`src/rtl/cbsd_pkg.sv`:
```
// shared types and constants of the cbor stream decoder
package cbsd_pkg;

    localparam int unsigned IN_W   = 8;
    localparam int unsigned ARG_W  = 64;
    localparam int unsigned LEN_W  = 32;
    localparam int unsigned OUT_TDATA_W = 88;

    localparam logic [2:0] MT_UINT   = 3'd0;
    localparam logic [2:0] MT_NEGINT = 3'd1;
    localparam logic [2:0] MT_BYTES  = 3'd2;
    localparam logic [2:0] MT_TEXT   = 3'd3;
    localparam logic [2:0] MT_ARRAY  = 3'd4;
    localparam logic [2:0] MT_MAP    = 3'd5;
    localparam logic [2:0] MT_TAG    = 3'd6;
    localparam logic [2:0] MT_SIMPLE = 3'd7;

    localparam logic [4:0] MINOR_FALSE    = 5'd20;
    localparam logic [4:0] MINOR_ARG1     = 5'd24;
    localparam logic [4:0] MINOR_RESERVED = 5'd28;

    typedef enum logic [3:0] {
        EV_UINT       = 4'd0,
        EV_NEGINT     = 4'd1,
        EV_BYTES      = 4'd2,
        EV_TEXT       = 4'd3,
        EV_ARRAY      = 4'd4,
        EV_MAP        = 4'd5,
        EV_TAG        = 4'd6,
        EV_SIMPLE     = 4'd7,
        EV_FALSE      = 4'd8,
        EV_TRUE       = 4'd9,
        EV_NULL       = 4'd10,
        EV_UNDEFINED  = 4'd11,
        EV_BYTES_DATA = 4'd12,
        EV_TEXT_DATA  = 4'd13,
        EV_ERROR      = 4'd14
    } ev_t;

    typedef enum logic [3:0] {
        ERR_INT        = 4'd0,
        ERR_BYTES      = 4'd1,
        ERR_TEXT       = 4'd2,
        ERR_ARRAY      = 4'd3,
        ERR_MAP        = 4'd4,
        ERR_TAG        = 4'd5,
        ERR_SPECIAL    = 4'd6,
        ERR_BYTES_LONG = 4'd7,
        ERR_TEXT_LONG  = 4'd8,
        ERR_COUNT_LONG = 4'd9
    } err_t;

    typedef struct packed {
        logic               valid;
        ev_t                event_res;
        logic [ARG_W-1:0]   argument;
        logic               wide;
        logic [7:0]         data_byte;
        logic               last;
        err_t               error_code;
    } result_t;

endpackage

```
`src/rtl/cbor_stream_decoder.sv`:
```
// top level of the cbor stream decoder: input register, decode core, result register
//
//  channel | dir | tdata fields (lsb first)                              | tlast
//  s_      | in  | in_byte[7:0]                                          | -
//  m_      | out | event_res[3:0] argument[67:4] wide[68]                | last
//          |     | data_byte[76:69] error_code[80:77] zero[87:81]        |
//
// one beat in per cycle, sustained while the result side does not stall; a byte taken into the
// input register is decoded, and any result it gives is written into the result register
// synchronous active-low reset clears the parse state and both valid flags
// a stalled result holds the result register; the input register keeps taking
// a beat as long as it is empty or the result register is empty or frees in the same cycle
module cbor_stream_decoder (
    input  logic                                 aclk,
    input  logic                                 aresetn,
    input  logic                                 s_tvalid,
    output logic                                 s_tready,
    input  logic [cbsd_pkg::IN_W-1:0]            s_tdata,   // in_byte
    output logic                                 m_tvalid,
    input  logic                                 m_tready,
    output logic [cbsd_pkg::OUT_TDATA_W-1:0]     m_tdata,   // event_res, argument, wide,
                                                            // data_byte, error_code
    output logic                                 m_tlast    // last
);
    import cbsd_pkg::*;

    logic             in_valid_reg;
    logic [IN_W-1:0]  in_byte_reg;
    logic             out_valid_reg;
    result_t          out_reg;
    result_t          res;
    logic             advance;

    assign advance  = in_valid_reg && (!out_valid_reg || m_tready);
    assign s_tready = !in_valid_reg || advance;

    cbsd_core u_core (
        .aclk    (aclk),
        .aresetn (aresetn),
        .step    (advance),
        .in_byte (in_byte_reg),
        .res     (res)
    );

    always_ff @(posedge aclk) begin
        if (!aresetn) begin
            in_valid_reg  <= 1'b0;
            out_valid_reg <= 1'b0;
        end else begin
            if (s_tvalid && s_tready) begin
                in_valid_reg <= 1'b1;
            end else if (advance) begin
                in_valid_reg <= 1'b0;
            end
            if (advance) begin
                out_valid_reg <= res.valid;
            end else if (m_tready) begin
                out_valid_reg <= 1'b0;
            end
        end
    end

    always_ff @(posedge aclk) begin
        if (s_tvalid && s_tready) begin
            in_byte_reg <= s_tdata;
        end
        if (advance && res.valid) begin
            out_reg <= res;
        end
    end

    assign m_tvalid = out_valid_reg;
    assign m_tlast  = out_reg.last;
    assign m_tdata  = {7'd0, out_reg.error_code, out_reg.data_byte, out_reg.wide,
                       out_reg.argument, out_reg.event_res};

    // a held input beat keeps its byte until the decode takes it
    assert property (@(posedge aclk) disable iff (!aresetn)
        in_valid_reg && !advance |=> in_valid_reg && $stable(in_byte_reg))
        else $error("input register lost a held beat");

    // last only marks string payload beats
    assert property (@(posedge aclk) disable iff (!aresetn)
        m_tvalid && m_tlast |-> out_reg.event_res == EV_BYTES_DATA
                             || out_reg.event_res == EV_TEXT_DATA)
        else $error("last on a non-payload beat");

    // error codes appear only on error beats
    assert property (@(posedge aclk) disable iff (!aresetn)
        m_tvalid && out_reg.event_res != EV_ERROR |-> out_reg.error_code == ERR_INT)
        else $error("error code on a non-error beat");

endmodule

```
`src/rtl/cbsd_core.sv`:
```
// parse state and per-byte decode of the cbor stream decoder
module cbsd_core (
    input  logic                    aclk,
    input  logic                    aresetn,
    input  logic                    step,
    input  logic [7:0]              in_byte,
    output cbsd_pkg::result_t       res
);
    import cbsd_pkg::*;

    typedef enum logic [2:0] {
        PH_HEAD = 3'd0,
        PH_ARG  = 3'd1,
        PH_ARG4 = 3'd2,
        PH_ARG8 = 3'd3,
        PH_DATA = 3'd4,
        PH_ERR  = 3'd5
    } phase_t;

    phase_t           phase_reg, phase_next;
    logic [2:0]       kind_reg, kind_next;
    logic [3:0]       left_reg, left_next;
    logic [ARG_W-1:0] acc_reg, acc_next;
    logic [LEN_W-1:0] pay_reg, pay_next;

    logic [2:0]       major;
    logic [4:0]       minor;
    logic [ARG_W-1:0] acc_shift;
    logic [3:0]       left_dec;
    logic [LEN_W-1:0] pay_dec;
    logic             fin;
    logic [2:0]       fin_kind;
    logic [ARG_W-1:0] fin_val;
    logic             fin_w4;
    logic             fin_w8;

    assign major     = in_byte[7:5];
    assign minor     = in_byte[4:0];
    assign acc_shift = {acc_reg[ARG_W-9:0], in_byte};
    assign left_dec  = left_reg - {3'd0, (left_reg != 4'd0)};
    assign pay_dec   = pay_reg - {{(LEN_W-1){1'b0}}, (pay_reg != '0)};

    always_comb begin
        phase_next = phase_reg;
        kind_next  = kind_reg;
        left_next  = left_reg;
        acc_next   = acc_reg;
        pay_next   = pay_reg;
        res        = '0;
        fin        = 1'b0;
        fin_kind   = major;
        fin_val    = {{(ARG_W-5){1'b0}}, minor};
        fin_w4     = 1'b0;
        fin_w8     = 1'b0;

        case (phase_reg)
            PH_HEAD: begin
                if (minor >= MINOR_RESERVED) begin
                    phase_next         = PH_ERR;
                    res.valid          = 1'b1;
                    res.event_res      = EV_ERROR;
                    res.error_code     = (major == MT_UINT) ? ERR_INT
                                                            : err_t'({1'b0, major - 3'd1});
                end else if (minor >= MINOR_ARG1) begin
                    kind_next = major;
                    left_next = 4'd1 << minor[1:0];
                    acc_next  = '0;
                    case (minor[1:0])
                        2'd3:    phase_next = PH_ARG8;
                        2'd2:    phase_next = PH_ARG4;
                        default: phase_next = PH_ARG;
                    endcase
                end else if (major == MT_SIMPLE && minor >= MINOR_FALSE) begin
                    res.valid     = 1'b1;
                    res.event_res = ev_t'({2'b10, minor[1:0]});
                end else begin
                    fin = 1'b1;
                end
            end
            PH_ARG, PH_ARG4, PH_ARG8: begin
                acc_next  = acc_shift;
                left_next = left_dec;
                if (left_dec == 4'd0) begin
                    fin      = 1'b1;
                    fin_kind = kind_reg;
                    fin_val  = acc_shift;
                    fin_w4   = (phase_reg == PH_ARG4);
                    fin_w8   = (phase_reg == PH_ARG8);
                end
            end
            PH_DATA: begin
                pay_next      = pay_dec;
                res.valid     = 1'b1;
                res.event_res = (kind_reg == MT_BYTES) ? EV_BYTES_DATA : EV_TEXT_DATA;
                res.data_byte = in_byte;
                if (pay_dec == '0) begin
                    phase_next = PH_HEAD;
                    res.last   = 1'b1;
                end
            end
            default: begin
            end
        endcase

        if (fin) begin
            phase_next    = PH_HEAD;
            res.valid     = 1'b1;
            res.event_res = ev_t'({1'b0, fin_kind});
            res.argument  = fin_val;
            case (fin_kind)
                MT_UINT, MT_NEGINT: begin
                    res.wide = fin_w8 || (fin_w4 && fin_val > 64'h7FFF_FFFF);
                end
                MT_BYTES, MT_TEXT: begin
                    if (fin_w8) begin
                        phase_next     = PH_ERR;
                        res.event_res  = EV_ERROR;
                        res.argument   = '0;
                        res.error_code = (fin_kind == MT_BYTES) ? ERR_BYTES_LONG
                                                                : ERR_TEXT_LONG;
                    end else if (fin_val != '0) begin
                        pay_next   = fin_val[LEN_W-1:0];
                        phase_next = PH_DATA;
                    end
                end
                MT_ARRAY, MT_MAP: begin
                    if (fin_w8) begin
                        phase_next     = PH_ERR;
                        res.event_res  = EV_ERROR;
                        res.argument   = '0;
                        res.error_code = ERR_COUNT_LONG;
                    end
                end
                default: begin
                    res.wide = fin_w8;
                end
            endcase
        end
    end

    always_ff @(posedge aclk) begin
        if (!aresetn) begin
            phase_reg <= PH_HEAD;
            kind_reg  <= '0;
            left_reg  <= '0;
            acc_reg   <= '0;
            pay_reg   <= '0;
        end else if (step) begin
            phase_reg <= phase_next;
            kind_reg  <= kind_next;
            left_reg  <= left_next;
            acc_reg   <= acc_next;
            pay_reg   <= pay_next;
        end
    end

endmodule
```
`config.mk`:
```
export PLATFORM = sky130hd
export DESIGN_NAME = cbor_stream_decoder
export DESIGN_NICKNAME = d
export VERILOG_FILES = /design/src/rtl/cbsd_pkg.sv /design/src/rtl/cbor_stream_decoder.sv /design/src/rtl/cbsd_core.sv
export SDC_FILE = /design/constraint.sdc
export NUM_CORES = 1
export LEC_CHECK = 0
export ABC_CLOCK_PERIOD_IN_PS = 6800
export BUFFER_PORTS_ARGS = -buffer_cell sky130_fd_sc_hd__clkbuf_2
export CELL_PAD_IN_SITES_DETAIL_PLACEMENT = 0
export CELL_PAD_IN_SITES_GLOBAL_PLACEMENT = 2
export CORE_MARGIN = 3
export CORE_UTILIZATION = 37
export DETAILED_ROUTE_END_ITERATION = 10
export GPL_ROUTABILITY_DRIVEN = 0
export PLACE_DENSITY_LB_ADDON = 0.1
export SETUP_SLACK_MARGIN = 0.2
export SLEW_MARGIN = 5
export SYNTH_ARGS = -nofsm -noshare
export SYNTH_HDL_FRONTEND = slang
export SYNTH_HIERARCHICAL = 1
export SYNTH_SLANG_ARGS = --single-unit
```
`constraint.sdc`:
```
create_clock -name aclk -period 6.8 [get_ports aclk]
set_input_delay 0.34 -clock aclk [delete_from_list [all_inputs] [get_ports aclk]]
set_output_delay 0.34 -clock aclk [all_outputs]
set_load 0.02 [all_outputs]
```
==> results of run 1 <==
## kinds of logic after synthesis
logic type	Yosys count	synth area share [%]
mux	4	0.445
buf+inv	97	4.84
xor+xnor	19	1.85
fa+ha+maj	6	0.835
flops	190	52.3
other cells	1	0.0417
compound gates	199	14.0
simple gates	438	25.7
## final cells by class
class,count,share of cell area [%]
well taps,319,3.90
inverters,15,0.551
clock inverters,14,1.55
flip-flops and latches,190,46.0
clock buffers,18,4.30
multi-input cells,673,38.2
repair buffers,106,5.46
## routing by layer
layer	part of all wire [%]	global-route usage, %	vias up	wire length (um)
met5	0	0	-	0
met1	49	29.1	3605	13000
li1	-	-	3606	-
met4	1.5	5.39	0	401
met2	46	32.3	191	12300
met3	3.5	2.78	26	938
## power groups by stage
stage	sequential (mW)	clock, mW	combinational (mW)
6_report	1.38	1.01	0.927
5_1_grt	1.39	1.08	1.02
4_1_cts	1.38	1.03	0.926
3_5_place_dp	1.40	0	0.921
3_3_place_gp	1.40	0	0.926
2_1_floorplan	1.42	0	0.645
## layout by cell type, fill, tap and decap left out, types with 15 or more instances in the layout
cell and n:
nand4_1 15, nand2_1 107, clkbuf_16 17, nor4_1 32
o21ai_0 20, nor2_1 59, dfxtp_1 100, edfxtp_1 90
nor3_1 25, nand3_1 71, clkbuf_2 95, a21oi_1 92
and3_1 67
## path summary, 6_finish.rpt
| path | from | end | slack [ps] | cells past startpoint |
|---|---|---|---|---|
| worst min-delay path | s_tdata[3] | in_byte_reg[3] | 70 | 1 |
| worst min register to register | u_core/acc_reg[49] | u_core/acc_reg[49] | 470 | 2 |
| worst max-delay path | u_core/left_reg[2] | u_core/pay_reg[7] | 2270 | 10 |
| worst max register to register | u_core/left_reg[2] | u_core/pay_reg[7] | 2270 | 10 |
## worst max-delay path: cells and delay by family (launching register included)
kind | cells | cell delay [ps]
and+or+nand+nor | 6 | 3130
adders and majority gates | 2 | 500
AOI/OAI and AO/OA | 2 | 460
DFF | 1 | 350
## synthesized netlist by cell type (3+ instances only)
| library cell | number | area, um2 |
|---|---|---|
| a211oi_1 | 5 | 37.5 |
| o22ai_1 | 4 | 25.0 |
| nor2b_1 | 5 | 31.3 |
| nor4b_1 | 3 | 26.3 |
| o21ai_0 | 20 | 100 |
| buf_4 | 10 | 75.1 |
| nand3_1 | 71 | 355 |
| o221ai_1 | 3 | 26.3 |
| or3_4 | 3 | 33.8 |
| buf_6 | 4 | 45.0 |
| ha_1 | 6 | 75.1 |
| edfxtp_1 | 90 | 2700 |
| xor2_1 | 12 | 105 |
| nand2_1 | 107 | 402 |
| and2_1 | 10 | 62.6 |
| nor2_1 | 61 | 229 |
| o21ai_1 | 4 | 20.0 |
| xnor2_1 | 7 | 61.3 |
| nor4_1 | 32 | 200 |
| a22oi_1 | 12 | 90.1 |
| a21oi_1 | 92 | 460 |
| nand4_1 | 15 | 93.8 |
| nand2b_1 | 3 | 18.8 |
| and3_1 | 67 | 419 |
| o32ai_1 | 3 | 26.3 |
| or3_1 | 4 | 25.0 |
| dfxtp_1 | 100 | 2000 |
| a31oi_1 | 13 | 81.3 |
| buf_2 | 3 | 15.0 |
| nand3b_1 | 4 | 30.0 |
| or4_1 | 3 | 22.5 |
| clkbuf_1 | 64 | 240 |
| o211ai_1 | 7 | 52.6 |
| inv_1 | 14 | 52.6 |
| o2bb2ai_1 | 5 | 43.8 |
| nor3b_1 | 4 | 30.0 |
| or2_2 | 3 | 18.8 |
| nor3_1 | 25 | 125 |
| o31ai_1 | 8 | 60.1 |
| mux2i_1 | 4 | 40.0 |
## stage by stage
| step | area, um2 | hold slack (ps) |
|---|---|---|
| 6_report | 10200 | 72.6 |
| 2_1_floorplan | 9020 | 435 |
| 3_5_place_dp | 9620 | 451 |
| 4_1_cts | 10200 | 57.7 |
| 5_1_grt | 10200 | 70.6 |
| 3_3_place_gp | 9620 | 451 |
==> reports/qor.csv, run 1 <==
stage,metric,value,unit
timing,period_share,66.7,%
clock_tree,tritoncts,done,
flow_run,drv_cap,0,
synthesis,syn_area_per_cell,9.43,um2
worst_setup_path,max_stage_delay,880,ps
power,p_sw_share,36.8,%
power,power_density,325,nW/um2
layout,post-route-util,43.2,%
worst_setup_path,required,7150,ps
die,die_h,162,um
worst_setup_path,crit_path_end_kind,register,
route,antenna_left,0,
synthesis,seq_area_frac_synth,52.3,%
place,dp_hpwl,17.7,mm
synthesis,async_reset_ff_share,0,%
synthesis,ys_ff_latch,190,
timing,worst_slack,2270,ps
timing,hold_viol,0,
worst_setup_path,worstSetupStartpointType,register,
worst_setup_path,critical_path_class,reg -> reg,
worst_setup_path,cp_max_fo,63,
route,dr_total_vias,7428,
power,power,3.32,mW
die,row_count,56,
synthesis,syn_inst,954,
timing,setup_viol,0,
timing,drv_slew,0,
power,power_frac_clock,30.6,%
power,power_leakage,3.90,nW
global_route,grt-ovfl-total,0,
clock_tree,postCtsHoldBufs,0,
global_route,grt_max_degree,64,
timing,worstMarginPinSlew,1160,ps
route,drcViolationCount,0,
place,pre_cts_ws,2250,ps
layout,final_cells,1335,
timing,rsz0062_at_grt,false,
power,p_int,2.10,mW
min_path,hold_class,in -> reg,
route,drt-pass1-iter-count,4,
layout,seq_area,4700,um2
layout,fillers,2424,
clock_tree,post-cts-setup-buffers,0,
layout,drive_above_1_share,16.4,%
clock_tree,numCtsBuffers,17,
layout,final_nets,1021,
timing,relSlewSlack,22.7,%
synthesis,yosysWarnings,6,
worst_setup_path,worstPathArrival,4890,ps
clock_tree,cts_sinks,190,
die,die-area,26200,um2
route,wl,26.6,mm
global_route,grt_pass1_wl,41.9,mm
outcome,status,finished clean,
worst_setup_path,cp_slowest_cell,nor2_4,
clock_tree,clk_pin_slew_worst_paths,80,ps
die,initial_core_util,38.0,%
timing,setup_tns,0,ps
synthesis,synth_area,8990,um2
clock_tree,cts_resized,0,
layout,antenna_cells,0,
layout,largest_reg_flops,81,
global_route,grt_pass1_vias,7095,
route,avgViaCountPerCell,5.56,
power,irDropWorstVdd,0.140,mV
die,io_pins,103,
die,core-area,23700,um2
synthesis,synth.distinct_cells,77,
timing,clock_skew,16.4,ps
clock_tree,worst_skew_pair.late_latency,440,ps
power,comb_power_share,27.9,%
route,post_drt_wl_per_cell,19.9,um
worst_setup_path,crit_path_frequent_cell,ha_1,
layout,multiInputGateArea,3910,um2
timing,layout_min_cycle_time,4530,ps
clock_tree,cts_buffer_depth,2,
place,port_buffers,95,
die,die_width,162,um
clock_tree,h-tree-depth,4,
clock_tree,clockRootBuffer,clkbuf_16,
worst_setup_path,path_cells,or4_1 -> ha_1 -> ha_1 -> nand2_1 -> or4_4 -> nor2_4 -> nor3_1 -> nor2_2 -> o311ai_0 -> a31oi_1,
power,p_sw,1.22,mW
global_route,track_usage,20.3,%
synthesis,synth-edff-count,90,
place,dp_cells,1303,
synthesis,yosys_most_used_dff,dfxtp_1,
global_route,grt_antenna_before_repair,0,
layout,syn_to_final_growth,13.7,%
route,drtIter0Drc,455,
timing,max_clock_freq,0.221,GHz
power,seq_power_share,41.5,%
Note: power is estimated with default switching activity, not from simulation.
==> inputs of run 2 (changes only) <==
Settings changed: ABC_AREA from default to 1, ABC_CLOCK_PERIOD_IN_PS 6800 to 4200, CORE_UTILIZATION 37 to 35.
Clock period 6.8 ns to 4.2 ns, I/O delays scaled along.
==> run 2 against run 1 <==
Effect of this change: cell area rose by 11%; setup slack got worse by 1700 ps; power rose by 50%; critical path depth rose by 5; combinational power rose by 25%; utilization fell by 1.6 points; synthesized cell count rose by 27%.
==> reports/qor.csv, run 2 <==
stage,metric,value,unit,change
outcome,status,finished clean,,
global_route,grt_antenna_before_repair,0,,unchanged
layout,drive_above_1_share,16.1,%,-0.33 points
worst_setup_path,startpoint,u_core/left_reg[1],,
power,comb_power_share,23.2,%,-4.7 points
synthesis,synth_area,9870,um2,+9.8%
route,drcViolationCount,0,,unchanged
route,post_drt_wl_per_cell,19.2,um,-3.9%
power,p_sw,1.77,mW,+45%
route,drtIter0Drc,690,,+52%
layout,final_nets,1309,,+28%
layout,post-route-util,41.6,%,-1.6 points
worst_setup_path,crit_path_end_kind,register,,
place,dp_hpwl,22.9,mm,+30%
timing,hold_viol,0,,unchanged
die,core-area,27300,um2,+15%
timing,rsz0062_at_grt,false,,
layout,layout_common_cells,"215 x nand2_1, 153 x nor2_1, 130 x inv_1",,
synthesis,synth_top_area_share,27.4,%,-2.7 points
global_route,grt_pass1_vias,8257,,+16%
die,die_h,174,um,+7.4%
global_route,grt_max_degree,63,,-1.6%
route,avgViaCountPerCell,5.09,,-8.5%
clock_tree,worst_skew_pair.late_latency,440,ps,about the same
clock_tree,clk_pin_slew_worst_paths,70,ps,about the same
route,antenna_left,0,,unchanged
place,pre_cts_ws,601,ps,-1650 ps
timing,max_clock_freq,0.276,GHz,+25%
worst_setup_path,worstSetupStartpointType,register,,
route,dr_total_vias,8533,,+15%
route,drt-pass1-iter-count,5,,+1
worst_setup_path,critical_path_class,reg -> reg,,
synthesis,seq_area_frac_synth,47.7,%,-4.6 points
clock_tree,cts_sinks,190,,unchanged
layout,syn_to_final_growth,15.0,%,
synthesis,synth_top_area_cell,edfxtp_1,,
die,die_width,174,um,+7.4%
place,dp_cells,1635,,+25%
clock_tree,numCtsBuffers,17,,unchanged
timing,clock_skew,19.6,ps,+3.22 ps
power,power_leakage,4.51,nW,+16%
clock_tree,cts_buffer_depth,2,,unchanged
power,p_sw_share,35.5,%,-1.3 points
clock_tree,h-tree-depth,4,,unchanged
clock_tree,post-cts-setup-buffers,0,,unchanged
global_route,track_usage,21.2,%,+0.96 points
synthesis,syn_inst,1211,,+27%
timing,worst_slack,571,ps,-1700 ps
synthesis,synth.area.top_cells,"edfxtp_1 27%, dfxtp_1 20%, nand2_1 8.2%",,
worst_setup_path,rr_endpoint,m_tdata[0],,
die,io_pins,103,,unchanged
worst_setup_path,required,4340,ps,-2810 ps
die,initial_core_util,36.1,%,-1.9 points
synthesis,async_reset_ff_share,0,%,unchanged
layout,antenna_cells,0,,unchanged
timing,setup_viol,0,,unchanged
worst_setup_path,rr_startpoint,u_core/left_reg[1],,
timing,drv_slew,0,,unchanged
timing,fin_hold_ws,73.9,ps,+1.26 ps
synthesis,synth.most_common_cell,nand2_1,,
place,port_buffers,95,,unchanged
layout,final_cells,1676,,+26%
timing,setup_tns,0,ps,unchanged
synthesis,ys_ff_latch,190,,unchanged
worst_setup_path,reg2reg_slack,570,ps,-1700 ps
worst_setup_path,cp_max_fo,25,,-60%
flow_run,drv_cap,0,,unchanged
synthesis,syn_area_per_cell,8.15,um2,-14%
layout,mostFrequentLayoutCell,nand2_1,,
clock_tree,cts_resized,0,,unchanged
global_route,grt_pass1_wl,49.9,mm,+19%
synthesis,synth.distinct_cells,61,,-21%
die,row_count,60,,+7.1%
synthesis,yosysWarnings,6,,unchanged
power,power_frac_clock,34.1,%,+3.5 points
power,irDropWorstVdd,0.275,mV,+96%
synthesis,synthTopCellsByCount,"215 x nand2_1, 155 x nor2_1, 130 x inv_1, 100 x dfxtp_1, 90 x edfxtp_1",,
synthesis,yosys_most_used_dff,dfxtp_1,,
timing,relSlewSlack,34.8,%,+12 points
worst_setup_path,endpoint,m_tdata[0],,
clock_tree,clockRootBuffer,clkbuf_16,,
timing,layout_min_cycle_time,3630,ps,-903 ps
worst_setup_path,worstPathArrival,3770,ps,-1120 ps
min_path,hold_class,in -> reg,,
clock_tree,tritoncts,done,,
timing,period_share,86.4,%,+20 points
power,seq_power_share,42.7,%,+1.2 points
die,die-area,30300,um2,+15%
timing,worstMarginPinSlew,969,ps,-188 ps
power,p_int,3.22,mW,+53%
global_route,grt-ovfl-total,0,,unchanged
power,power,4.99,mW,+50%
route,wl,32.1,mm,+21%
worst_setup_path,rr_worst_depth,15,,+5
layout,largest_reg_flops,81,,unchanged
power,power_density,439,nW/um2,+35%
place,place_area,10600,um2,+11%
synthesis,synth-edff-count,90,,unchanged
layout,final_area,11400,um2,+11%
==> run 2: cells by family after synthesis <==
group                    synth area share (%)
AO/OA/AOI/OAI                            15.7
XOR/XNOR                                 1.95
adder cells (fa/ha/maj)                 0.761
buffers and inverters                    9.13
flip-flops                               47.7
multiplexers                            0.101
other                                  0.0380
AND/OR/NAND/NOR                          24.6
==> run 2: final cells by class <==
cell class	instances	area, um2
clock buffer	18	439
clock inverter	14	185
fill	2867	16000
inverter	139	527
multi-input combinational	818	4300
sequential	190	4700
tap	372	465
timing repair buffer	125	736
==> run 2: worst max-delay path, cell delays in order (launching register included) <==
cell and delay (ps):
dfxtp_1 340, nor2_2 150, nand3_1 90, ha_1 220
ha_1 300, nand2_1 60, nand3b_4 230, nor3_4 420
buf_4 280, nand2_1 120, nand2_1 110, nand2_1 110
a21oi_4 200, nor2_4 60, inv_2 420, o221ai_1 220
==> run 2: per-layer routing <==
metal / vias to the layer above / wire, um / GRT usage (%)
met3: 28 / 1590 / 2.62
met2: 253 / 12900 / 30.2
met1: 4025 / 17200 / 33.8
met5: - / 0 / 0
li1: 4227 / - / -
met4: 0 / 524 / 5.36
==> run 2: power by group through the flow <==
stage	registers (mW)	logic (mW)	clock network, mW
finish	2.13	1.16	1.70
global route	2.14	1.29	1.81
CTS	2.13	1.15	1.75
detailed placement	2.17	1.14	0
global placement	2.17	1.16	0
floorplan	2.20	0.792	0
==> run 2: worst min-delay path by stage <==
| stage | from | end | slack, ps | cells past startpoint |
|---|---|---|---|---|
| 6_report | m_tready | in_valid_reg | 70 | 4 |
| 5_1_grt | m_tready | in_valid_reg | 90 | 4 |
| 4_1_cts | m_tready | in_valid_reg | 60 | 4 |
| 3_5_place_dp | s_tdata[1] | in_byte_reg[1] | 390 | 1 |
| 3_3_place_gp | s_tdata[7] | in_byte_reg[7] | 390 | 1 |
| 2_1_floorplan | aresetn | m_tvalid | 310 | 2 |
==> run 2: what timing repair did <==
item	4_1_cts	5_1_grt
hold buffers	9	0
hold endpoints to repair	9	0
endpoints found under the setup margin	0	0
==> inputs of run 3 (changes only) <==
Settings changed: PLACE_DENSITY from default to 0.78, PLACE_DENSITY_LB_ADDON 0.1 to default.
==> run 3 against run 2 <==
Effect of this change: fmax is 0.95% lower; cell count is 0.24% lower; count of clock-buffer cells in the layout is 1 lower; power is 0.54% higher; cell area hardly changed; largest cell class unchanged; die area stayed put; utilization hardly changed; critical endpoint unchanged; combinational power hardly changed; clock power is 3% higher.
==> reports/qor.csv, run 3 (same netlist as run 2, synthesis figures left out) <==
stage,metric,value,unit,change
outcome,status,finished clean,,
worst_setup_path,reg2reg_slack,540,ps,-30 ps
worst_setup_path,rr_worst_depth,16,,+1
power,irDropWorstVdd,0.266,mV,-3.1%
global_route,track_usage,20.7,%,-0.57 points
layout,drive_above_1_share,15.8,%,-0.26 points
die,io_pins,103,,unchanged
layout,syn_to_final_growth,15.0,%,about the same
timing,setup_tns,0,ps,unchanged
timing,setup_viol,0,,unchanged
worst_setup_path,critical_path_class,reg -> reg,,
die,row_count,60,,unchanged
clock_tree,cts_sinks,190,,unchanged
layout,final_nets,1305,,-0.31%
power,power_leakage,4.49,nW,-0.39%
layout,fillers,2860,,-0.24%
global_route,grt_pass1_vias,8084,,-2.1%
route,wl,31.5,mm,-1.9%
timing,relSlewSlack,33.3,%,-1.5 points
power,power_density,442,nW/um2,+0.57%
timing,max_clock_freq,0.273,GHz,-0.95%
timing,hold_viol,0,,unchanged
layout,antenna_cells,0,,unchanged
clock_tree,worst_skew_pair.late_latency,460,ps,+20 ps
route,antenna_left,0,,unchanged
worst_setup_path,crit_path_end_kind,register,,
layout,mostFrequentLayoutCell,nand2_1,,
route,dr_total_vias,8597,,+0.75%
route,drt-pass1-iter-count,5,,unchanged
timing,period_share,87.2,%,+0.83 points
route,drcViolationCount,0,,unchanged
route,drtIter0Drc,655,,-5.1%
power,power,5.02,mW,+0.54%
place,port_buffers,95,,unchanged
timing,rsz0062_at_grt,false,,
die,die-area,30300,um2,unchanged
timing,worstMarginPinSlew,1000,ps,+31.9 ps
timing,drv_slew,0,,unchanged
clock_tree,clk_pin_slew_worst_paths,80,ps,about the same
layout,largest_reg_flops,81,,unchanged
worst_setup_path,worstSetupStartpointType,register,,
route,avgViaCountPerCell,5.14,,+0.99%
global_route,grt_antenna_before_repair,0,,unchanged
clock_tree,cts_buffer_depth,2,,unchanged
die,initial_core_util,36.1,%,unchanged
global_route,grt_pass1_wl,48.8,mm,-2.2%
clock_tree,h-tree-depth,4,,unchanged
clock_tree,numCtsBuffers,17,,unchanged
min_path,hold_class,in -> reg,,
timing,clock_skew,24.0,ps,+4.41 ps
global_route,grt-ovfl-total,0,,unchanged
layout,layout_common_cells,"215 x nand2_1, 153 x nor2_1, 130 x inv_1",,
clock_tree,post-cts-setup-buffers,0,,unchanged
flow_run,drv_cap,0,,unchanged
clock_tree,tritoncts,done,,
min_path,hold_path_depth,4,,unchanged
die,core-area,27300,um2,unchanged
clock_tree,clockRootBuffer,clkbuf_16,,
route,post_drt_wl_per_cell,18.8,um,-1.7%
worst_setup_path,worstPathArrival,3830,ps,+60 ps
worst_setup_path,required,4370,ps,+30 ps
die,die_width,174,um,unchanged
die,die_h,174,um,unchanged
timing,layout_min_cycle_time,3660,ps,+34.7 ps
global_route,grt_max_degree,56,,-11%
place,dp_hpwl,22.7,mm,-1.1%
worst_setup_path,cp_max_fo,30,,+20%
==> run 3: cell types whose count changed in the layout (fill, tap and decap cells not counted) <==
cell        previous run  this run
buf_4                 20        15
inv_8                  1         2
inv_12                 2         4
inv_16                 0         1
clkbuf_8               1         0
buf_6                  0         1
clkinvlp_4             0         1
clkinv_4               1         0
inv_6                  4         1
==> run 3: report_power, final <==
part | internal, mW | total [mW] | leakage (nW) | switching [mW]
Sequential | 2.05 | 2.13 | 1.70 | 0.0780
Combinational | 0.316 | 1.13 | 2.48 | 0.815
Clock | 0.841 | 1.75 | 0.307 | 0.913
Total | 3.21 | 5.02 | 4.49 | 1.81
==> run 3: layout make-up <==
type / count / area, um2 / share of cell area, %
well taps: 372 / 465 / 4.10
inverters: 139 / 527 / 4.64
clock buffers: 17 / 425 / 3.75
flip-flops and latches: 190 / 4700 / 41.4
repair buffers: 121 / 709 / 6.25
multi-input cells: 818 / 4300 / 37.9
clock inverters: 15 / 221 / 1.95
==> run 3: routing by layer <==
layer / vias to the layer above / track usage (%) / wire length (um)
met1: 4084 / 31.8 / 16200
met5: - / 0 / 0
met3: 26 / 3.95 / 1660
met2: 247 / 29.7 / 13100
met4: 0 / 5.09 / 487
li1: 4240 / - / -
==> run 3: path summary, 6_finish.rpt <==
check,from,endpoint
min,m_tready,in_valid_reg
max reg2reg,u_core/left_reg[1],m_tdata[0]
max,u_core/left_reg[1],m_tdata[0]
min reg2reg,u_core/acc_reg[22],u_core/acc_reg[22]
==> run 3: worst max-delay path, stage by stage (launching register included) <==
cell      delay, ps
dfxtp_1         330
nor2_2          150
nand3_1         100
ha_1            220
ha_1            300
nand2_1          50
nand3b_4        220
nor2_8          350
nand2_4         320
nand2_1         210
o21ai_4          90
inv_1            80
nand2_1         100
a21oi_4         220
nor2_4           60
inv_2           360
o221ai_1        190
==> run 3: what timing repair did <==
action,4_1_cts,5_1_grt
resized for setup,0,1
setup endpoints to repair,0,1
hold endpoints to repair,8,1
hold buffers,8,1
==> run 3: through the flow <==
step	hold slack, ps	std cells	setup slack (ps)	util (%)	cell area (um2)
2_1_floorplan	308	1217	651	-	9900
3_3_place_gp	396	1631	645	38.8	10600
3_5_place_dp	389	1631	533	38.8	10600
4_1_cts	0.604	1671	497	41.5	11300
5_1_grt	78.8	1672	277	41.5	11400
6_report	60.2	1672	536	41.5	11400
